--- src/hw/rtl/vlus_pkg.sv ---
`timescale 1ns / 1ps
// ----------------------------------------------------------------------------
// vlus_pkg
// Types and constants shared by the vector limit uniform scaler.
// ----------------------------------------------------------------------------
package vlus_pkg;

   localparam int LANES           = 3;
   localparam int VALUE_W         = 16;
   localparam int LIMIT_W         = 15;
   localparam int CSR_IDX_W       = 2;
   localparam int JOINTS_DEF      = 3;
   localparam int RATIO_FRAC_DEF  = 16;

   localparam logic [LIMIT_W-1:0] LIMIT_MAX = '1;

   localparam logic [CSR_IDX_W-1:0] CSR_LIMIT_JOINT0 = 2'd0;
   localparam logic [CSR_IDX_W-1:0] CSR_LIMIT_JOINT1 = 2'd1;
   localparam logic [CSR_IDX_W-1:0] CSR_LIMIT_JOINT2 = 2'd2;

   typedef struct packed {
      logic signed [VALUE_W-1:0] value_joint0;
      logic signed [VALUE_W-1:0] value_joint1;
      logic signed [VALUE_W-1:0] value_joint2;
   } req_payload_type;

   typedef struct packed {
      logic signed [VALUE_W-1:0] scaled_joint0;
      logic signed [VALUE_W-1:0] scaled_joint1;
      logic signed [VALUE_W-1:0] scaled_joint2;
      logic                      was_scaled;
   } rsp_payload_type;

endpackage

--- src/hw/rtl/vlus_merge.sv ---
`timescale 1ns / 1ps
// ----------------------------------------------------------------------------
// vlus_merge
// Takes the smallest lane ratio and decides whether the vector is scaled.
// ----------------------------------------------------------------------------
module vlus_merge #(
   parameter int JOINTS          = vlus_pkg::JOINTS_DEF,
   parameter int RATIO_FRAC_BITS = vlus_pkg::RATIO_FRAC_DEF
) (
   input  logic                                clock,
   input  logic                                en,
   input  logic [RATIO_FRAC_BITS:0]            ratio_in [JOINTS],
   input  logic signed [vlus_pkg::VALUE_W-1:0] value_in [JOINTS],
   output logic [RATIO_FRAC_BITS-1:0]          best_out,
   output logic                                scale_out,
   output logic signed [vlus_pkg::VALUE_W-1:0] value_out [JOINTS]
);
   import vlus_pkg::*;

   localparam int F = RATIO_FRAC_BITS;

   logic [F:0]                best;
   logic [F-1:0]              best_ff;
   logic                      scale_ff;
   logic signed [VALUE_W-1:0] v_ff [JOINTS];

   always_comb begin
      best = {1'b1, {F{1'b0}}};
      for (int j = 0; j < JOINTS; j++) begin
         if (ratio_in[j] < best) begin
            best = ratio_in[j];
         end
      end
   end

   always_ff @(posedge clock) begin
      if (en) begin
         best_ff  <= best[F-1:0];
         scale_ff <= !best[F];
         v_ff     <= value_in;
      end
   end

   assign best_out  = best_ff;
   assign scale_out = scale_ff;
   assign value_out = v_ff;

endmodule

--- config.mk ---
export PLATFORM = sky130hd
export DESIGN_NAME = vlus_merge
export DESIGN_NICKNAME = d
export VERILOG_FILES = /design/src/hw/rtl/vlus_pkg.sv /design/src/hw/rtl/vlus_merge.sv
export SDC_FILE = /design/constraint.sdc
export NUM_CORES = 1
export LEC_CHECK = 0
export BUFFER_PORTS_ARGS = -buffer_cell sky130_fd_sc_hd__buf_4
export CAP_MARGIN = 40
export CORE_MARGIN = 8
export CORE_UTILIZATION = 41
export CTS_CLUSTER_DIAMETER = 30
export DETAILED_ROUTE_END_ITERATION = 8
export GPL_TIMING_DRIVEN = 0
export HOLD_SLACK_MARGIN = 0.06
export PLACE_DENSITY = 0.73
export REMOVE_ABC_BUFFERS = 1
export SYNTH_ARGS = -nofsm -noshare
export SYNTH_HDL_FRONTEND = slang
export SYNTH_SLANG_ARGS = --single-unit
export TNS_END_PERCENT = 30
--- constraint.sdc ---
create_clock -name clock -period 5.6 [get_ports clock]
set_clock_uncertainty 0.15 [all_clocks]
set_input_delay 0.28 -clock clock [delete_from_list [all_inputs] [get_ports clock]]
set_output_delay 0.28 -clock clock [all_outputs]
set_load 0.05 [all_outputs]
After elaboration in Yosys (flattened, before gate mapping). Cells that the tools add are included. W data, S select, Z words.

Reductions and logical operators: 1. Multiplexer cells: 3. Order comparisons: 3.

Operator list (number): $mux W17 (3); $lt A17 B17 Y1 (2); $lt A17 B17 Y1 const B (1); $logic_not A1 Y1 (1).

Register bits: 65.

Depth between registers and ports, before layout.
Depth after elaboration: 7. Depth in mapped cells: 21. Mapped depth without buffers: 17.

Worst setup path before layout. OpenSTA, ideal clock, no wires.

Path kind: in2reg. Start point: in ratio_in[50] (netlist name). End point: reg scale_ff (netlist: scale_out), data pin. Setup time: 0.260 ns. Data arrival time: 4.206 ns. Stages: 20. Slack: 0.984 ns. Path buffers: 3. Data required time: 5.190 ns. Cell sequence: clkinv_1 > clkbuf_1 > nand2_1 > ha_1 > a21o_1 > nand3_1 > a21oi_1 > a2111oi_4 > clkbuf_1 > a21oi_1 > a31oi_1 > ha_1 > nor3_1 > nor2_1 > a221oi_2 > nand3_1 > or2_2 > o311a_1 > buf_6 > mux2_4.

Cells in the longest elaborated chain, start to end: 7.

RTL lines: start: declaration (line vlus_merge.sv:12) `input logic [RATIO_FRAC_BITS:0] ratio_in [JOINTS],`; $lt A17 B17 Y1 (line vlus_merge.sv:30) `if (ratio_in[j] < best) begin`; $mux W17 (*) (line vlus_merge.sv:30); $lt A17 B17 Y1 (line vlus_merge.sv:30); $mux W17 (*) (line vlus_merge.sv:30); $lt A17 B17 Y1 (line vlus_merge.sv:30); $mux W17 (*) (line vlus_merge.sv:30); $logic_not A1 Y1 (*) (line vlus_merge.sv:39) `scale_ff <= !best[F];`; end signal: assignment (line vlus_merge.sv:39); end: declaration (line vlus_merge.sv:24) `logic scale_ff;`.

Every way passes the cells marked *; elsewhere a longest branch is shown, timed or not. A chain may end at the register's enable or synchronous reset.

Worst setup path in the final report. Same ends and word-level chain as after synthesis.

==> impl_metrics.yaml <==
routing:
  finalWirelength_mm: 9.73
  wl_per_cell_um: 17.3
  vias_per_cell: 4.96
  drtAntennaViolNets: 0
  drt_iter0_markers: 112
  vias: 2795
  firstDrtPassIters: 4
  drc: 0
pwr:
  total_power_mw: 1.55
  power_leakage_nw: 2.34
  irDropWorstVdd_mv: 0.137
  p_per_area_nw_per_um2: 293
timing:
  finalHoldViolCount: 0
  setup_viol: 0
  maxSlewHeadroom: 0.472
  rsz0062_at_grt: "false"
  fmax_mhz: 194
  post-route-period-util: 0.921
  maxSlewViolCount: 0
  max_slew.worst_pin.slew_ns: 0.792
  finalSetupTns_ns: 0
  period_needed_ns: 5.16
  holdWs_ns: 0.152
worst_setup_path:
  cp_num_buf_inv: 4
  critPathKind: "in -> reg"
  crit_slowest_cell: "o311ai_0"
  worstPathMaxFanout: 19
  slowest_delay_ns: 0.52
  critPathLaunch: "ratio_in[50]"
  cp-start-kind: "input port"
  cp.arrival_ns: 5.08
  required_ns: 5.53
  crit_chain: "buf_4 > clkinv_1 > nand2_1 > ha_1 > a21oi_1 > nand2_1 > a221o_1 > o21ai_2 > buf_8 > a21oi_1 > a31oi_1 > ha_1 > a211oi_2 > o21ai_1 > a221oi_2 > o21a_1 > o311ai_0 > o311a_2 > buf_6 > mux2_4"
  worst_path_dominant_cell_family: "compound AO/OA/AOI/OAI gates"
  end_kind: "flop"
outcome:
  status: "completed"
synthesis:
  seq_area_frac_synth: 0.603
  ys_warn_count: 0
  async_flop_share: 0
  synth_top_area_frac: 0.603
  netlist_instances: 239
  netlist_area_um2: 3240
  syn_area_per_cell_um2: 13.5
  synth_top_cells_by_area: "edfxtp_1, ha_1, mux2i_1, a21oi_1, a31oi_1"
  yosys_most_used_dff: "edfxtp_1"
  synth_top_cell_by_area: "edfxtp_1"
  synth_seq_cells: 65
  synth.distinct_cells: 35
  synth-edff-count: 65
place:
  portBuffers: 165
  place.gp.congestion: 0.762
  dp_hpwl_mm: 6.98
clocking:
  postCtsSetupRepairBufs: 0
  htree_levels: 3
  cts-root-to-sink-buffers: 2
  cts.sinks: 65
  cts_tree: "yes"
  cts_root_buf: "clkbuf_8"
  cts-buffers-inserted: 9
  clk_pin_slew_ns: 0.07
floorplan:
  die_h_um: 105
  start_util: 0.421
  top_level_ports: 166
  design.die.area_um2: 11000
  fp-row-count: 32
  core-area_um2: 7690
  die_w_um: 105
global_route:
  grt_pass1_wl_mm: 15.6
  grt_pass1_vias: 3048
  antenna_found_initial: 0
  grt_max_degree: 66
  grt.total_usage: 0.174
  gr-total-overflow: 0
finish:
  utilization: 0.687
  mostFrequentLayoutCells: "buf_4, edfxtp_1, dlygate4sd3_1"
  drive_gt1_frac: 0.413
  nNetsFinal: 590
  antenna_cells: 0
  final_common_cell: "buf_4"
  area_growth_pct: 63.2
run:
  cap_violations: 0
worst_hold_path:
  worstHoldStart: "ratio_in[11]"
  hold_path.class: "in -> reg"
## timing repair
item / in CTS / in global routing
setup endpoints to repair: 0 / 3
endpoints found under the hold margin: 48 / 0
hold buffers: 48 / 0
gates resized for setup: 0 / 1
## layout make-up
cell class / count / area, um^2
clock buffers: 9 / 124
clock inverters: 7 / 95.1
fillers: 580 / 2410
inverters: 18 / 67.6
multi-input cells: 147 / 1160
flip-flops and latches: 65 / 1950
well taps: 102 / 128
repair buffers: 216 / 1760
## routing by layer
| layer | up-vias | GRT usage | wire (um) |
|---|---|---|---|
| li1 | 1370 | - | - |
| met1 | 1292 | 0.197 | 3900 |
| met2 | 131 | 0.303 | 4840 |
| met3 | 2 | 0.0645 | 941 |
| met4 | 0 | 0.0428 | 47 |
| met5 | - | 0 | 0 |
## tightest hold or removal path, cell delays in order
cell	delay, ns
buf_4	0.09
inv_1	0.03
mux2i_1	0.11
## power breakdown
part,leakage [nW],switching [mW],total (mW),internal [mW]
Combinational,1.60,0.313,0.512,0.199
Sequential,0.636,0.0143,0.609,0.595
Clock,0.109,0.175,0.426,0.250
Total,2.34,0.503,1.55,1.04
## sequential cells by signal, summed over array words and instances, names as in the netlist
name and count:
best_out 16, scale_out 1, value_out 48
## cells by family (layout without fill, tap and decap cells)
logic type	after synthesis	in the layout	share of synthesized area
adders and majority gates	32	32	0.124
DFF	65	65	0.603
buffers and inverters	27	250	0.0391
AOI/OAI and AO/OA	58	58	0.122
muxes	17	17	0.0541
and+or+nand+nor	40	40	0.0576
## metrics by stage
stage	instances	worst slack, ns	cell area, um^2
floorplan	230	0.374	3180
global placement	497	-0.457	4540
detailed placement	500	-0.111	4580
CTS	564	0.240	5280
global route	564	0.0492	5280
finish	564	0.441	5280
## cells in the mapped netlist, drive strengths merged (2+ instances only)
library cell and n:
buf 3, a31oi 17, o21ai 5, nand2 19
o2111ai 2, mux2i 16, nand3 6, a211oi 2
nand4 6, a21oi 22, edfxtp 65, ha 32
nor2 3, clkbuf 6, o21a 2, inv 17
nor3 3
## final timing paths
check | cells past startpoint | to
setup / recovery | 20 | scale_out
hold / removal | 3 | best_out[11]
Power figures use the tool's default switching activity.
