--- src/hw/rtl/vlus_pkg.sv ---
`timescale 1ns / 1ps
// ----------------------------------------------------------------------------
// vlus_pkg
// Types and constants shared by the vector limit uniform scaler.
// ----------------------------------------------------------------------------
package vlus_pkg;

   localparam int LANES           = 3;
   localparam int VALUE_W         = 16;
   localparam int LIMIT_W         = 15;
   localparam int CSR_IDX_W       = 2;
   localparam int JOINTS_DEF      = 3;
   localparam int RATIO_FRAC_DEF  = 16;

   localparam logic [LIMIT_W-1:0] LIMIT_MAX = '1;

   localparam logic [CSR_IDX_W-1:0] CSR_LIMIT_JOINT0 = 2'd0;
   localparam logic [CSR_IDX_W-1:0] CSR_LIMIT_JOINT1 = 2'd1;
   localparam logic [CSR_IDX_W-1:0] CSR_LIMIT_JOINT2 = 2'd2;

   typedef struct packed {
      logic signed [VALUE_W-1:0] value_joint0;
      logic signed [VALUE_W-1:0] value_joint1;
      logic signed [VALUE_W-1:0] value_joint2;
   } req_payload_type;

   typedef struct packed {
      logic signed [VALUE_W-1:0] scaled_joint0;
      logic signed [VALUE_W-1:0] scaled_joint1;
      logic signed [VALUE_W-1:0] scaled_joint2;
      logic                      was_scaled;
   } rsp_payload_type;

endpackage

--- src/hw/rtl/vlus_scale.sv ---
`timescale 1ns / 1ps
// ----------------------------------------------------------------------------
// vlus_scale
// Per-lane multiply by the common ratio, truncated toward zero (value passed
// through unchanged when not scaled), then the output register.
// ----------------------------------------------------------------------------
module vlus_scale #(
   parameter int RATIO_FRAC_BITS = vlus_pkg::RATIO_FRAC_DEF
) (
   input  logic                                clock,
   input  logic [1:0]                          en,
   input  logic [RATIO_FRAC_BITS-1:0]          best_in,
   input  logic                                scale_in,
   input  logic signed [vlus_pkg::VALUE_W-1:0] value_in,
   output logic signed [vlus_pkg::VALUE_W-1:0] result_out
);
   import vlus_pkg::*;

   localparam int F = RATIO_FRAC_BITS;

   logic [VALUE_W-1:0]        abs_val;
   logic [VALUE_W+F-1:0]      prod_ff;
   logic                      neg_ff;
   logic                      scale_ff;
   logic signed [VALUE_W-1:0] v_ff;
   logic [VALUE_W-1:0]        p;
   logic signed [VALUE_W-1:0] res_in;
   logic signed [VALUE_W-1:0] res_ff;

   assign abs_val = value_in[VALUE_W-1] ? VALUE_W'(-value_in) : VALUE_W'(value_in);

   always_ff @(posedge clock) begin
      if (en[0]) begin
         prod_ff  <= (VALUE_W+F)'(abs_val) * (VALUE_W+F)'(best_in);
         neg_ff   <= value_in[VALUE_W-1];
         scale_ff <= scale_in;
         v_ff     <= value_in;
      end
   end

   always_comb begin
      p = prod_ff[F +: VALUE_W];
      if (!scale_ff) begin
         res_in = v_ff;
      end else if (neg_ff) begin
         res_in = -$signed(p);
      end else begin
         res_in = $signed(p);
      end
   end

   always_ff @(posedge clock) begin
      if (en[1]) begin
         res_ff <= res_in;
      end
   end

   assign result_out = res_ff;

endmodule

--- config.mk ---
export PLATFORM = sky130hd
export DESIGN_NAME = vlus_scale
export DESIGN_NICKNAME = d
export VERILOG_FILES = /design/src/hw/rtl/vlus_pkg.sv /design/src/hw/rtl/vlus_scale.sv
export SDC_FILE = /design/constraint.sdc
export NUM_CORES = 1
export LEC_CHECK = 0
export ABC_CLOCK_PERIOD_IN_PS = 25800
export BUFFER_PORTS_ARGS = -buffer_cell sky130_fd_sc_hd__buf_2
export CAP_MARGIN = 5
export CORE_AREA = 2 2 211 213
export DETAILED_ROUTE_END_ITERATION = 8
export DIE_AREA = 0 0 213 215
export GPL_ROUTABILITY_DRIVEN = 0
export GPL_TIMING_DRIVEN = 0
export SLEW_MARGIN = 20
export SYNTH_ARGS = -nofsm -noshare
export SYNTH_HDL_FRONTEND = slang
export SYNTH_SLANG_ARGS = --single-unit
--- constraint.sdc ---
create_clock -name clock -period 25.8 [get_ports clock]
set_input_delay 3.87 -clock clock [delete_from_list [all_inputs] [get_ports clock]]
set_output_delay 3.87 -clock clock [all_outputs]
set_load 0.05 [all_outputs]
== After elaboration in Yosys (flattened, before gate mapping) ==
Index checks and enable logic that the tools add are counted.
W data, S select, Z words.

* Add/sub/neg operators: 2
* Multiply operators: 1
* Muxes and demuxes: 3

{| class="wikitable"
|+ Operator list
! operator !! count
|-
| $mux W16 || 3
|-
| $mul A16 B16 Y32 || 1
|-
| $neg A16 Y16 || 2
|}

* Bits in registers: 66
* Input bits: 36
* Output and inout bits: 16

== Logic depth before layout (Yosys ltp) ==
* Depth in word-level cells: 3
* Gate-level depth with buffers: 27
* Depth with buffers taken out: 25

== Worst setup path before layout ==
No wires, ideal clock.

* Path kind: input -> register
* Start: input value_in[6] (netlist bit)
* End: register prod_ff[24] (data pin)
* Library setup time: 260 ps
* Arrival: 10,482 ps
* Data required time: 25,540 ps
* Slack: 15,058 ps
* Stages: 23
* Buffers on the path: 1
* Path through: or4_4 or4_4 or3_4 o31ai_4 xnor2_1 buf_6 nand2_2 fa_1 fa_1 inv_1 fa_1 fa_1 fa_1 inv_1 fa_1 inv_1 ha_1 a21oi_1 o21ai_0 a2111oi_0 a21oi_1 a21boi_0 xnor2_1

* Cells in the longest elaborated chain, start to end: 3

{| class="wikitable"
|+ Ends and longest elaborated chain
! item !! line !! source
|-
| from (decl) || vlus_scale.sv:14 || <nowiki>input logic signed [vlus_pkg::VALUE_W-1:0] value_in,</nowiki>
|-
| $neg A16 Y16 || vlus_scale.sv:30 || <nowiki>assign abs_val = value_in[VALUE_W-1] ? VALUE_W'(-value_in) : VALUE_W'(value_in);</nowiki>
|-
| $mux W16 (*) || vlus_scale.sv:30 ||
|-
| $mul A16 B16 Y32 (*) || vlus_scale.sv:34 || <nowiki>prod_ff <= (VALUE_W+F)'(abs_val) * (VALUE_W+F)'(best_in);</nowiki>
|-
| to (signal assigned) || vlus_scale.sv:34 ||
|-
| to (decl) || vlus_scale.sv:22 || <nowiki>logic [VALUE_W+F-1:0] prod_ff;</nowiki>
|}

Mark *: on every way between the ends. The rest lies on a longest branch, timed or not.
A chain may end at the register's enable or synchronous reset.

== Worst setup path in the final report ==
* Start: input value_in[0] (netlist bit)
* End: register prod_ff[31] (data pin)

The elaborated chain is that of the path after synthesis.

==> flow_summary.yaml <==
floorplanning:
  core_um2: 43640
  fp.dieW_um: 213
  num_rows: 77
  initial_core_util_pct: 24.56
  ios: 52
  fp.dieH_um: 215
  die_area_um2: 45800
timing:
  post-route-min-period_ns: 12.19
  fin_tns_setup_ns: 0
  min_period_over_period_pct: 47.23
  finalClockSkew_ns: 0.003215
  maxSlewHeadroom_pct: 24.91
  rsz0062_at_grt: "false"
  drv_slew: 0
  hold_viol: 0
  max_freq_ghz: 0.08206
  worst_pin_slew_ns: 1.118
  setup_violations: 0
yosys:
  syn-mean-instance-area_um2: 9.138
  synth-main-ff-cell: "edfxtp_1"
  netlist_top_cells_area: "fa_1 (36%), edfxtp_1 (14%), ha_1 (12%)"
  synth_top_area_share_pct: 36.05
  yosysWarnings: 0
  yosys.area.top_type: "fa_1"
  netlist_instances: 1173
  synth.distinct_cells: 47
  synth_edf_count: 49
  ys_seq_area_share_pct: 13.73
  synth-seq-cells: 49
  synth_area_um2: 10720
  ys_async_sr_fraction_pct: 0
  syn-num-nets: 1505
outcome:
  status: "finished clean"
cts:
  htreeDepth: 2
  tritoncts: "yes"
  cts_sinks: 49
  postCtsHoldBufs: 0
  ctsResizeCount: 0
  cts_made_buffers: 5
  post_cts_buffers: 0
  cts_buffer_depth: 2
  clk_latency_ns: 0.28
  cts-root-buf: "clkbuf_16"
  path_clk_slew_ns: 0.06
setup_path:
  critical_path_class: "input pin to flop"
  start_kind: "input pin"
  arrival_ns: 12.27
  cp.required_ns: 25.88
  crit_fanout: 10
  crit_path_end_kind: "flop"
cells_and_area:
  final_common_cell: "inv_1"
  syn_to_final_growth_pct: 10.76
  nets: 1564
  layout_common_cells: "inv_1 (247), fa_1 (193), nand2_1 (172), and2_1 (106), ha_1 (103)"
  drive_above_1_share_pct: 6.499
  fin_cells: 1825
  fillers: 4590
route:
  drt_first_pass_iters: 5
  totalWireLength_mm: 28.75
  viasPerCell: 4.436
  drcViolationCount: 0
  dr.first_iter.drc_count: 455
  postRouteAntennaNets: 0
  via_count: 8095
  wire_per_inst_um: 15.75
placed_design:
  portBuffers: 51
  dp.cells: 1817
  hpwl_mm: 24.52
global_routing:
  grt_pass1_vias: 8658
  grt-ovfl-total: 0
  grt_max_degree: 34
  antenna_found_initial: 5
  grt_use_total_pct: 13.07
  grt_pass1_wl_mm: 46.91
job:
  cap_violations: 0
worst_hold_path:
  min_path_type: "flop to flop"
-- synth_stat cells, types with 10 or more instances --
cell type	count
a21oi_1	44
nand2_2	10
ha_1	103
nand2_1	172
xor2_1	17
nor2_1	35
and2_1	106
nor3_1	10
xnor2_1	25
o21ai_0	25
fa_1	193
clkbuf_1	36
inv_1	247
edfxtp_1	49
-- per-stage QoR --
| step | util, % | instance area, µm² | setup WS (ns) | hold slack (ns) |
|---|---|---|---|---|
| after detailed placement | 26.89 | 11740 | 13.40 | 0.5394 |
| after floorplan | - | 10720 | 15.06 | 0.5246 |
| final | 27.20 | 11870 | 13.61 | 0.5552 |
| after global routing | 27.20 | 11870 | 13.10 | 0.5659 |
| after CTS | 27.19 | 11870 | 13.68 | 0.5577 |
| after global placement | 26.84 | 11720 | 13.18 | 0.5312 |
-- final timing paths --
check | startpoint | endpoint | slack (ns) | depth (start not counted)
worst max-delay path | value_in[0] | prod_ff[31] | 13.61 | 26
worst min-delay path | v_ff[0] | result_out[0] | 0.56 | 1
worst max register to register | prod_ff[20] | result_out[15] | 23.54 | 5
worst min register to register | v_ff[0] | result_out[0] | 0.56 | 1
-- metal layers --
metal	wire [µm]	global-route usage [%]	up-vias
li1	-	-	3743
met1	12720	17.38	4067
met2	13500	21.95	235
met3	1889	2.426	44
met4	600	2.890	6
met5	31	0	-
-- logic make-up (layout without fill, tap and decap cells) --
kind of cell	count (synthesis)	in the layout	share of synthesized area, %
flops	49	49	13.73
simple gates	379	379	17.42
mux	4	4	0.3852
other cells	0	2	0
xor+xnor	42	42	3.432
compound gates	115	115	6.723
fa+ha+maj	296	296	48.07
buf+inv	288	346	10.25
-- sequential cells by signal, summed over array words and instances (netlist names) --
register / cells
neg_ff: 1
prod_ff: 16
result_out: 16
scale_ff: 1
v_ff: 15
-- layout make-up --
cell class              count  area [µm²]  share of cell area, %
well taps                 592       740.7                  6.239
diodes                      2       5.005                0.04215
flip-flops and latches     49        1471                  12.39
multi-input cells         836        8160                  68.73
clock inverters             1       5.005                0.04215
plain buffers              41       171.4                  1.444
clock buffers               5       125.1                  1.054
repair buffers             52       266.5                  2.245
inverters                 247       927.1                  7.809
-- critical path: stages --
cell and delay (ns):
buf_2 0.24, clkbuf_1 0.62, inv_1 0.12, ha_1 0.24, nand2b_1 0.23, o31ai_1 0.12, xnor2_1 0.84, clkbuf_1 0.63
nand2_1 0.17, fa_1 0.56, inv_1 0.05, fa_1 0.47, fa_1 0.50, fa_1 0.48, fa_1 0.53, inv_1 0.06
fa_1 0.49, inv_1 0.04, ha_1 0.27, clkbuf_1 0.28, nand4_1 0.21, nor3_1 0.29, o311ai_0 0.20, o211ai_1 0.27
mux2i_1 0.13, a311oi_1 0.32
Power is left out: the tool's default activity adds up to more than one toggle a clock period on the data nets, which glitch-free logic cannot reach.
