==> src/hw/rtl/vlus_pkg.sv <==
`timescale 1ns / 1ps
// ----------------------------------------------------------------------------
// vlus_pkg
// Types and constants shared by the vector limit uniform scaler.
// ----------------------------------------------------------------------------
package vlus_pkg;

   localparam int LANES           = 3;
   localparam int VALUE_W         = 16;
   localparam int LIMIT_W         = 15;
   localparam int CSR_IDX_W       = 2;
   localparam int JOINTS_DEF      = 3;
   localparam int RATIO_FRAC_DEF  = 16;

   localparam logic [LIMIT_W-1:0] LIMIT_MAX = '1;

   localparam logic [CSR_IDX_W-1:0] CSR_LIMIT_JOINT0 = 2'd0;
   localparam logic [CSR_IDX_W-1:0] CSR_LIMIT_JOINT1 = 2'd1;
   localparam logic [CSR_IDX_W-1:0] CSR_LIMIT_JOINT2 = 2'd2;

   typedef struct packed {
      logic signed [VALUE_W-1:0] value_joint0;
      logic signed [VALUE_W-1:0] value_joint1;
      logic signed [VALUE_W-1:0] value_joint2;
   } req_payload_type;

   typedef struct packed {
      logic signed [VALUE_W-1:0] scaled_joint0;
      logic signed [VALUE_W-1:0] scaled_joint1;
      logic signed [VALUE_W-1:0] scaled_joint2;
      logic                      was_scaled;
   } rsp_payload_type;

endpackage

==> src/hw/rtl/vlus_lane.sv <==
`timescale 1ns / 1ps
// ----------------------------------------------------------------------------
// vlus_lane
// One joint lane: saturated magnitude and a one-bit-per-stage pipelined
// divider forming limit / |value|, clamped to one.
// ----------------------------------------------------------------------------
module vlus_lane #(
   parameter int RATIO_FRAC_BITS = vlus_pkg::RATIO_FRAC_DEF
) (
   input  logic                                clock,
   input  logic [RATIO_FRAC_BITS:0]            en,
   input  logic signed [vlus_pkg::VALUE_W-1:0] value_in,
   input  logic [vlus_pkg::LIMIT_W-1:0]        limit_in,
   output logic [RATIO_FRAC_BITS:0]            ratio_out,
   output logic signed [vlus_pkg::VALUE_W-1:0] value_out
);
   import vlus_pkg::*;

   localparam int F = RATIO_FRAC_BITS;

   logic signed [VALUE_W-1:0] v_ff   [F+1];
   logic [LIMIT_W-1:0]        m_ff   [F+1];
   logic [LIMIT_W-1:0]        rem_ff [F+1];
   logic [F-1:0]              q_ff   [F+1];
   logic                      big_ff [F+1];

   logic [VALUE_W-1:0] abs_val;
   logic [LIMIT_W-1:0] mag;

   always_comb begin
      abs_val = value_in[VALUE_W-1] ? VALUE_W'(-value_in) : VALUE_W'(value_in);
      mag     = abs_val[VALUE_W-1] ? LIMIT_MAX : abs_val[LIMIT_W-1:0];
   end

   always_ff @(posedge clock) begin
      if (en[0]) begin
         v_ff[0]   <= value_in;
         m_ff[0]   <= mag;
         rem_ff[0] <= limit_in;
         q_ff[0]   <= '0;
         big_ff[0] <= (mag == '0) || (limit_in >= mag);
      end
   end

   for (genvar k = 1; k <= F; k++) begin : g_step
      logic [LIMIT_W:0]   rem2;
      logic               ge;
      logic [LIMIT_W-1:0] rem_in;
      logic [F-1:0]       q_in;

      always_comb begin
         rem2   = {rem_ff[k-1], 1'b0};
         ge     = rem2 >= {1'b0, m_ff[k-1]};
         rem_in = ge ? LIMIT_W'(rem2 - {1'b0, m_ff[k-1]}) : rem2[LIMIT_W-1:0];
         q_in   = {q_ff[k-1][F-2:0], ge};
      end

      always_ff @(posedge clock) begin
         if (en[k]) begin
            v_ff[k]   <= v_ff[k-1];
            m_ff[k]   <= m_ff[k-1];
            rem_ff[k] <= rem_in;
            q_ff[k]   <= q_in;
            big_ff[k] <= big_ff[k-1];
         end
      end
   end

   assign ratio_out = big_ff[F] ? {1'b1, {F{1'b0}}} : {1'b0, q_ff[F]};
   assign value_out = v_ff[F];

endmodule

==> config.mk <==
export PLATFORM = sky130hd
export DESIGN_NAME = vlus_lane
export DESIGN_NICKNAME = d
export VERILOG_FILES = /design/src/hw/rtl/vlus_pkg.sv /design/src/hw/rtl/vlus_lane.sv
export SDC_FILE = /design/constraint.sdc
export NUM_CORES = 1
export LEC_CHECK = 0
export BUFFER_PORTS_ARGS = -buffer_cell sky130_fd_sc_hd__buf_2
export CAP_MARGIN = 25
export CORE_ASPECT_RATIO = 0.75
export CORE_MARGIN = 2
export CORE_UTILIZATION = 60
export CTS_BUF_LIST = sky130_fd_sc_hd__clkbuf_16
export CTS_CLUSTER_DIAMETER = 150
export DETAILED_ROUTE_END_ITERATION = 8
export PLACE_DENSITY = 0.77
export RECOVER_POWER = 100
export SLEW_MARGIN = 20
export SYNTH_ARGS = -nofsm -noshare
export SYNTH_HDL_FRONTEND = slang
export SYNTH_SLANG_ARGS = --single-unit
==> constraint.sdc <==
create_clock -name clock -period 7.2 [get_ports clock]
set_clock_uncertainty 0.15 [all_clocks]
set_input_delay 1.44 -clock clock [delete_from_list [all_inputs] [get_ports clock]]
set_output_delay 1.44 -clock clock [all_outputs]
set_load 0.1 [all_outputs]
# After elaboration in Yosys (flattened, before gate mapping)
# Memory sizes are Yosys's and may differ from the RTL's.
# Index checks and enable logic that the tools add are counted.
totals:
  reg_bits: 0
  mem_bits_rw: 1071
  in_bits: 49
  wordCells: 94
  n_memories: 5
op_classes:
  n_addsub: 17
  magnitude_cmp: 17
  n_mux: 53
  n_reduce_logical: 2
mem_list:
  columns: ["memory", "words", "word_bits", "rd", "rd_clocked_by_memory_dff", "wr", "line", "source"]
  rows:
  - ["q_ff", 17, 16, 17, 0, 17, "vlus_lane.sv:24", "logic [F-1:0] q_ff [F+1];"]
  - ["v_ff", 17, 16, 17, 0, 17, "vlus_lane.sv:21", "logic signed [VALUE_W-1:0] v_ff [F+1];"]
  - ["m_ff", 17, 15, 16, 0, 17, "vlus_lane.sv:22", "logic [LIMIT_W-1:0] m_ff [F+1];"]
  - ["rem_ff", 17, 15, 16, 0, 17, "vlus_lane.sv:23", "logic [LIMIT_W-1:0] rem_ff [F+1];"]
  - ["big_ff", 17, 1, 17, 0, 17, "vlus_lane.sv:25", "logic big_ff [F+1];"]
ops:
  columns: ["cell", "count"]
  rows:
  - ["16-bit by 15-bit greater-or-equal comparator with 1-bit output", 16]
  - ["15-bit 2-to-1 mux", 17]
  - ["15-bit subtractor", 16]
  - ["1-bit 2-to-1 mux", 34]
  - ["17-bit 2-to-1 mux", 1]
  - ["16-bit 2-to-1 mux", 1]
  - ["16-bit negator", 1]
  - ["15-bit greater-or-equal comparator", 1]
  - ["15-bit zero test", 1]
  - ["1-bit logical OR", 1]

# Depth between registers and ports, before layout
# Gate-level depths: netlist of run 1.
depth:
  depth_word: 5
  ltp_mapped: 13
  depth_no_buf: 13

# Least setup slack after synthesis of run 1
# No wires, ideal clock.
synth_path:
  kind: "input-to-reg"
  from: "in value_in[5] in the netlist's numbering"
  to: "mem big_ff[0][0] (data pin)"
  arrival_ns: 4.080
  path_slack_ns: 2.708
  path_stages: 13
  path_cell_list: "clkbuf_1 or4_4 or3_4 or3_1 clkbuf_1 and2_1 ha_1 a21o_1 a21o_1 a221oi_1 o21ai_0 a21oi_1 o31ai_1"
synth_lines:
  columns: ["item", "line", "source"]
  rows:
  - ["from (decl)", "vlus_lane.sv:12", "input logic signed [vlus_pkg::VALUE_W-1:0] value_in,"]
  - ["to (decl)", "vlus_lane.sv:25", null]

==> flow_summary.toml, run 1 <==
[clock_tree]
clk_pin_slew_worst_paths_ps = 70
htreeDepth = 3
tritoncts = "built"
cts_inserted_buffers = 87
cts_setup_buffers = 0
clkLatencyLatePin_ps = 660
cts_root_buffer = "clkbuf_16"
cts_resized = 0
holdBufCountCts = 0
ctsLongestPathBuffers = 3
clock-sinks = 905

[synth]
ys.warnings.count = 0
synth_area_um2 = 43900
synth_seq_area_share_pct = 61.9
yosysTopAreaCellShare_pct = 61.9
synth-seq-cells = 905
yosysTopAreaCell = "edfxtp_1"
synth_edf_count = 905
ys_async_sr_fraction_pct = 0
synth_most_common_cell = "edfxtp_1"
synth_common_cells = "edfxtp_1 (905), inv_1 (338), ha_1 (255)"
synth_cells = 3234
syn_nets = 3553
avgSynthCellArea_um2 = 13.6
synth-main-ff-cell = "edfxtp_1"
synth_area_leaders = "edfxtp_1 (62%), ha_1 (7.3%), mux2_2 (3.8%)"
synth_cell_type_count = 80

[finish]
finalNetCount = 3687
drive_above_1_share_pct = 8.36
syn_to_final_growth_pct = 9.31
fillers = 5163

[global_routing]
grt_max_degree = 63
grt_pass1_vias = 25802
grt_pass1_wl_um = 146000
grt.overflow.total = 0
antenna_found_initial = 2
track_usage_pct = 24.7

[sta]
fmax_mhz = 209
setup_viol = 0
max_slew.worst_pin.slew_ps = 3560
slew_violations = 909
period_needed_ps = 4780
period_share_pct = 66.4
fin_ws_ps = 2420
setup_tns_ps = 0
hold_viol_final = 0
rsz0062_at_grt = "false"
max_slew_margin_pct = -138

[outcome]
violations = "max-capacitance violations, max-slew violations"
run_status = "finished, violations left"

[die]
die-area_um2 = 75400
num_rows = 85
die_x_um = 316
coreArea_um2 = 72100
ioPinCount = 82
start_util_pct = 60.9
die_height_um = 238

[worst_setup_path]
crit_fanout = 16
crit_path_cell_trace = "fa_1 > nor2b_1 > o31a_1 > o21a_1 > nor3_1 > o21ai_0 > mux2i_1"
worstSetupStartpointType = "register"
r2r_end = "rem_ff[0][106]"
r2r_slack_ps = 2420
crit_slowest_cell = "o21ai_0"
reg2reg_depth = 7
end_kind = "register"
cp_top_family = "compound AO/OA/AOI/OAI gates"
required_ps = 7280
r2r-start = "m_ff[0][90]"
cp.arrival_ps = 4860
max_stage_delay_ps = 1950
critPathKind = "reg -> reg"
path_buf_inv = 0

[hold_path]
whs_endpoint = "q_ff[0][163]"
whs_path_depth = 0
worstHoldStart = "q_ff[0][146]"
hp-class = "reg -> reg"

[drt]
dr_total_vias = 26408
wl_per_cell_um = 20.9
drc = 0
drtPass1Iterations = 6
drt_iter0_drc = 2628
routed_wirelength_um = 92000
drtAntennaViolNets = 0
via_per_inst = 6.01

[placement]
port_buffers = 81
place_ws_ps = 2210
dp_hpwl_um = 65200
gp_congestion = 0.928

[power_and_ir_drop]
power_density_nw_per_um2 = 410
leakagePower_uw = 0.0183
vdd_ir_drop_max_uv = 255

[flow_run]
cap_violations = 18
[registers in the layout, summed over array words and instances (netlist names)]
register	count
big_ff	17
m_ff	240
q_ff	136
rem_ff	240
v_ff	272
[power by group]
| part | total, µW | switching [µW] | internal, µW |
|---|---|---|---|
| logic | 7160 | 4070 | 3090 |
| registers | 7720 | 561 | 7160 |
| clock network | 4820 | 2010 | 2810 |
| total | 19700 | 6640 | 13100 |
[layout by cell type (no fill, tap or decap), types with 20 or more instances in the layout]
master and n:
nand2_1 120, or3_1 23, clkbuf_16 89, clkbuf_1 92, nand2b_1 20, nor3_1 46, inv_1 344, mux2_2 115
edfxtp_1 905, ha_1 255, mux2_1 61, xnor2_1 73, a21o_1 27, o31a_1 29, nand3_1 42, a211oi_1 33
o21ai_0 121, mux2i_1 36, a211o_1 21, nor2_1 197, o211ai_1 25, nand4_1 36, o21a_1 85, a21oi_1 124
xor2_1 46, nor2b_1 67
[worst register-to-register path: cells and delay by family (launching register included)]
family          cells  cell delay, ps
compound gates      3            2430
fa+ha+maj           1             480
flops               1             530
mux                 1             550
simple gates        2             250
[area by class of cell]
class / count / area [µm²] / area share (%)
antenna: 1 / 2.50 / 0.00521
clock buffer: 89 / 2230 / 4.64
clock inverter: 66 / 813 / 1.69
timing repair buffer: 105 / 410 / 0.855
sequential: 905 / 27200 / 56.6
tap: 957 / 1200 / 2.50
multi-input combinational: 1931 / 14900 / 31.0
inverter: 338 / 1270 / 2.64
[cells by family after synthesis]
kind of cell / Yosys count / share of synthesized area, %
AOI/OAI and AO/OA: 666 / 10.8
xor gates and xnor gates: 119 / 2.37
adders and majority gates: 270 / 7.95
buffers and inverters: 398 / 3.66
DFF: 905 / 61.9
muxes: 212 / 5.58
and+or+nand+nor: 664 / 7.77
[worst max-delay path by stage]
stage,start,to,slack [ps],depth (start not counted)
2_1_floorplan,value_in[5],big_ff[0][0],2710,13
3_3_place_gp,value_in[0],big_ff[0][0],2320,14
3_5_place_dp,value_in[0],big_ff[0][0],2210,14
4_1_cts,value_in[0],big_ff[0][0],2880,14
5_1_grt,m_ff[0][90],rem_ff[0][106],2180,7
6_report,m_ff[0][90],rem_ff[0][106],2420,7
[layer usage]
metal  track usage, %  share of wire (%)  routed length (µm)  vias to the layer above
met2             36.4                 44               40100                      922
met4             6.03                2.0                1850                        0
met3             4.06                6.9                6320                      146
met1             38.5                 47               43700                    12831
met5                0                  0                   0                        -
li1                 -                  -                   -                    12509
[stage by stage]
| step | instance area (µm²) | power (µW) | hold slack, ps | cells | util [%] |
|---|---|---|---|---|---|
| after floorplan | 43900 | 13200 | 250 | 3234 | - |
| after global placement | 45300 | 14800 | 250 | 4233 | 62.9 |
| after detailed placement | 45300 | 15000 | 255 | 4234 | 62.9 |
| after CTS | 48400 | 20000 | 254 | 4389 | 67.1 |
| after global routing | 48000 | 20800 | 264 | 4391 | 66.5 |
| final | 48000 | 19700 | 252 | 4392 | 66.5 |
No activity file was read; power rests on OpenSTA's default activity.
==> run 2: changes to the inputs <==
--- a/config.mk
+++ b/config.mk
@@ -9,11 +9,11 @@
 export CAP_MARGIN = 25
 export CORE_ASPECT_RATIO = 0.75
 export CORE_MARGIN = 2
-export CORE_UTILIZATION = 60
+export CORE_UTILIZATION = 57
 export CTS_BUF_LIST = sky130_fd_sc_hd__clkbuf_16
 export CTS_CLUSTER_DIAMETER = 150
 export DETAILED_ROUTE_END_ITERATION = 8
-export PLACE_DENSITY = 0.77
+export PLACE_DENSITY = 0.76
 export RECOVER_POWER = 100
 export SLEW_MARGIN = 20
 export SYNTH_ARGS = -nofsm -noshare
==> constraint.sdc (replaced) <==
create_clock -name clock -period 4.25 [get_ports clock]
set_clock_uncertainty 0.15 [all_clocks]
set_input_delay 0.85 -clock clock [delete_from_list [all_inputs] [get_ports clock]]
set_output_delay 0.85 -clock clock [all_outputs]
set_load 0.1 [all_outputs]
==> run 2 against run 1 <==
Effect of this change:
- largest power group unchanged
- first-iteration DRC count down 13%
- cell count grew 1.9%
- critical path type unchanged
- the flow still finishes with violations (max-capacitance violations, max-slew violations)
- sequential share of layout area is 0.16 points higher
- via count down 1.4%
- clock power rose by 52%
==> flow_summary.toml, run 2 (synthesis results as in run 1) <==
[outcome]
run_status = "finished, violations left"
violations = "max-capacitance violations, max-slew violations"

[global_routing]
track_usage_pct = 21.2
grt.overflow.total = 0
grt_pass1_wl_um = 134000
grt_max_degree = 57
grt_pass1_vias = 24808
antenna_found_initial = 2

[worst_setup_path]
end_kind = "register"
max_stage_delay_ps = 650
crit_path_cell_trace = "fa_1 > nor2b_1 > o31a_1 > o21a_1 > nor3_1 > o21ai_0 > clkbuf_1 > mux2_1"
worstSetupStartpointType = "register"
crit_path_start = "m_ff[0][90]"
crit_slowest_cell = "o21ai_0"
path_buf_inv = 1
crit_end = "rem_ff[0][108]"
r2r_end = "rem_ff[0][108]"
required_ps = 4470
critical_path_depth = 8
cp_top_family = "compound AO/OA/AOI/OAI gates"
cp.arrival_ps = 4020
critPathKind = "reg -> reg"
crit_fanout = 12
reg2reg_depth = 8
r2r_slack_ps = 450
r2r-start = "m_ff[0][90]"

[finish]
drive_above_1_share_pct = 8.28
reg_top3 = "v_ff (272), m_ff (240), rem_ff (240)"
utilization_pct = 62.5
largest_reg_flops = 272
largest_register = "v_ff"
layoutNonFillerInstCount = 4476
finalNetCount = 3700
layout_common_cells = "edfxtp_1 (905), inv_1 (354), ha_1 (255), nor2_1 (197), mux2_2 (126)"
fin_area_um2 = 47800
final_common_cell = "edfxtp_1"
diodes = 0
syn_to_final_growth_pct = 9.00

[drt]
drt_iter0_drc = 2298
drtPass1Iterations = 6
dr_total_vias = 26049
routed_wirelength_um = 84000
drtAntennaViolNets = 0
wl_per_cell_um = 18.8
drc = 0
via_per_inst = 5.82

[sta]
fin_ws_ps = 449
period_share_pct = 89.4
slew_violations = 606
period_needed_ps = 3800
fmax_mhz = 263
setup_viol = 0
max_slew_margin_pct = -125
max_slew.worst_pin.slew_ps = 3370
rsz0062_at_grt = "false"
hold_viol_final = 0
setup_tns_ps = 0

[clock_tree]
holdBufCountCts = 0
cts_inserted_buffers = 83
cts_setup_buffers = 0
cts_resized = 0
clk_pin_slew_worst_paths_ps = 80
clkLatencyLatePin_ps = 650
htreeDepth = 3
tritoncts = "built"
cts_root_buffer = "clkbuf_16"
ctsLongestPathBuffers = 3
clock-sinks = 905

[die]
num_rows = 88
die_height_um = 244
coreArea_um2 = 76500
ioPinCount = 82
start_util_pct = 57.4
die_x_um = 324
die-area_um2 = 79300

[power_and_ir_drop]
power_density_nw_per_um2 = 671
leakagePower_uw = 0.0182
vdd_ir_drop_max_uv = 425

[hold_path]
hp-class = "reg -> reg"

[placement]
port_buffers = 81
place_area_um2 = 45600
gp_congestion = 0.910
dp_cells = 4329
dp_hpwl_um = 59300
place_ws_ps = 60.1

[flow_run]
cap_violations = 16
run 2: cell types whose count changed in the layout (fill, tap and decap cells not counted), moves of 4 or more:
cell / previous run / this run
bufinv_16: 15 / 8
o32ai_4: 0 / 4
mux2_2: 115 / 126
clkinv_1: 17 / 10
clkbuf_1: 92 / 112
clkinv_8: 0 / 4
buf_4: 0 / 4
buf_2: 13 / 4
mux2_1: 61 / 50
inv_1: 344 / 354
clkbuf_16: 89 / 83
o32ai_1: 5 / 1
run 2: worst min-delay path by stage:
stage,start,endpoint,slack [ps],depth (start not counted)
6_report,v_ff[1][18],v_ff[1][34],240,0
5_1_grt,q_ff[0][218],q_ff[0][235],250,0
4_1_cts,value_in[14],v_ff[0][14],220,1
3_5_place_dp,big_ff[0][13],big_ff[0][14],250,0
3_3_place_gp,big_ff[0][14],big_ff[0][15],250,0
2_1_floorplan,big_ff[0][9],big_ff[0][10],250,0
run 2: metrics by stage:
stage / power [µW] / hold WS, ps
after CTS: 32600 / 221
final: 32100 / 244
after global routing: 34000 / 253
after floorplan: 22400 / 250
after detailed placement: 25100 / 255
after global placement: 24800 / 250
run 2: area by class of cell:
class / count / area [µm²]
Multi-Input combinational cell: 1931 / 15000
Tap cell: 1035 / 1290
Inverter: 338 / 1270
Sequential cell: 905 / 27200
Clock buffer: 83 / 2080
Timing Repair Buffer: 122 / 483
Fill cell: 5632 / 28700
Clock inverter: 62 / 587
run 2: routing by layer:
metal  up-vias  global-route usage (%)  part of all wire (%)
li1      12534                       -                     -
met1     12626                    31.0                    46
met2       769                    33.3                    46
met3       120                    3.41                   5.7
met4         0                    5.13                   2.1
met5         -                       0                     0
run 2: power by group:
| group | internal (µW) | switching, µW |
|---|---|---|
| logic | 5260 | 6530 |
| registers | 12100 | 861 |
| clock network | 4080 | 3250 |
| total | 21500 | 10600 |
==> run 3: changes to the inputs <==
--- a/config.mk
+++ b/config.mk
@@ -7,7 +7,7 @@
 export LEC_CHECK = 0
 export BUFFER_PORTS_ARGS = -buffer_cell sky130_fd_sc_hd__buf_2
 export CAP_MARGIN = 25
-export CORE_ASPECT_RATIO = 0.75
+export CORE_ASPECT_RATIO = 1.2
 export CORE_MARGIN = 2
 export CORE_UTILIZATION = 57
 export CTS_BUF_LIST = sky130_fd_sc_hd__clkbuf_16
==> run 3 against run 2 <==
Effect of this change:
- the flow still finishes with violations (max-capacitance violations, max-slew violations)
- via count increased by 0.61%
- hold slack got worse by 23 ps
- power increased by 2.0%
==> flow_summary.toml, run 3 (synthesis results as in run 1) <==
[outcome]
run_status = "finished, violations left"
violations = "max-capacitance violations, max-slew violations"

[finish]
largest_reg_flops = 272
layoutNonFillerInstCount = 4470
largest_register = "v_ff"
reg_top3 = "v_ff (272), m_ff (240), rem_ff (240)"
utilization_pct = 62.9
layout_common_cells = "edfxtp_1 (905), inv_1 (353), ha_1 (255), nor2_1 (197), mux2_2 (136)"
syn_to_final_growth_pct = 9.43
diodes = 0
drive_above_1_share_pct = 8.72
finalNetCount = 3704
final_common_cell = "edfxtp_1"

[power_and_ir_drop]
p_comb_share_pct = 36.9
vdd_ir_drop_max_uv = 337
clkPwrFrac_pct = 23.4
switchingPower_uw = 11000
swShare_pct = 33.6
power_density_nw_per_um2 = 681
leakagePower_uw = 0.0183
cell_internal_pwr_uw = 21700
seqPwrFrac_pct = 39.7

[die]
ioPinCount = 82
die_height_um = 308
coreArea_um2 = 76400
die_x_um = 257
num_rows = 111
start_util_pct = 57.5
die-area_um2 = 79300

[worst_setup_path]
crit_path_cell_trace = "inv_1 > ha_1 > and2_0 > and3_1 > nand4_1 > o21ai_0 > buf_4 > mux2_2"
cp.arrival_ps = 4050
required_ps = 4480
r2r-start = "m_ff[0][101]"
cp_top_family = "compound AO/OA/AOI/OAI gates"
reg2reg_depth = 8
r2r_slack_ps = 430
crit_slowest_cell = "o21ai_0"
r2r_end = "rem_ff[0][109]"
critical_path_depth = 8
max_stage_delay_ps = 1080
worstSetupStartpointType = "register"
crit_fanout = 9
critPathKind = "reg -> reg"
end_kind = "register"
path_buf_inv = 2
crit_path_start = "m_ff[0][101]"

[clock_tree]
tritoncts = "built"
cts_setup_buffers = 0
cts_root_buffer = "clkbuf_16"
ctsLongestPathBuffers = 3
holdBufCountCts = 0
cts_resized = 0
clkLatencyLatePin_ps = 670
htreeDepth = 3
cts_inserted_buffers = 87
clock-sinks = 905
clk_pin_slew_worst_paths_ps = 60

[drt]
routed_wirelength_um = 87200
wl_per_cell_um = 19.5
drc = 0
via_per_inst = 5.86
dr_total_vias = 26209
drtAntennaViolNets = 0
drtPass1Iterations = 5
drt_iter0_drc = 1751

[global_routing]
antenna_found_initial = 0
grt.overflow.total = 0
grt_pass1_vias = 26758
grt_pass1_wl_um = 139000
track_usage_pct = 22.1
grt_max_degree = 62

[placement]
gp_congestion = 0.966
dp_cells = 4311
port_buffers = 81
place_ws_ps = 94.6
dp_hpwl_um = 64700

[sta]
max_slew.worst_pin.slew_ps = 3120
hold_ws_ps = 221
slew_violations = 709
fin_ws_ps = 429
fmax_mhz = 262
period_share_pct = 89.9
setup_viol = 0
setup_tns_ps = 0
period_needed_ps = 3820
rsz0062_at_grt = "false"
hold_viol_final = 0
max_slew_margin_pct = -108

[hold_path]
worstHoldStart = "limit_in[0]"
whs_endpoint = "rem_ff[0][0]"
whs_path_depth = 1
hp-class = "in -> reg"

[flow_run]
cap_violations = 19
run 3: changes by cell type in the layout (fill, tap and decap cells not counted), moves of 2 or more:
cell and delta:
clkbuf_1 -2, clkinv_1 +9, mux2_1 -10, buf_2 +3, clkinv_16 +6, mux2_2 +10, clkinv_8 -4, clkinv_4 +2
inv_6 -2, clkbuf_16 +4
run 3: area by class of cell:
class                   count  area, µm²
clock inverters            70        704
clock buffers              87       2180
inverters                 338       1270
flip-flops and latches    905      27200
fillers                  5716      28300
multi-input cells        1931      15000
well taps                1017       1270
repair buffers            122        485
run 3: how the worst max path moves through the flow:
stage	endpoint	slack [ps]
2_1_floorplan	big_ff[0][0]	350
3_3_place_gp	big_ff[0][0]	130
3_5_place_dp	big_ff[0][0]	90
4_1_cts	rem_ff[0][72]	640
5_1_grt	rem_ff[0][109]	250
6_report	rem_ff[0][109]	430
run 3: per-layer routing:
metal,part of all wire [%],vias up,global-route usage [%]
li1,-,12516,-
met3,3.5,253,2.70
met1,37,12762,23.6
met4,5.1,0,11.7
met2,55,678,42.4
met5,0,-,0
run 3: through the flow:
stage                     instance area (µm²)  total power [µW]
after floorplan                         43900             22400
after global placement                  45500             24900
after detailed placement                45500             25400
after CTS                               48400             33200
after global routing                    48000             34600
final                                   48000             32700
run 3: power groups by stage:
stage / clock [µW] / combinational, µW / sequential (µW)
detailed placement: 0 / 12300 / 13100
global route: 8150 / 13300 / 13100
CTS: 7850 / 12400 / 13000
floorplan: 0 / 9620 / 12800
finish: 7650 / 12100 / 13000
global placement: 0 / 11800 / 13100
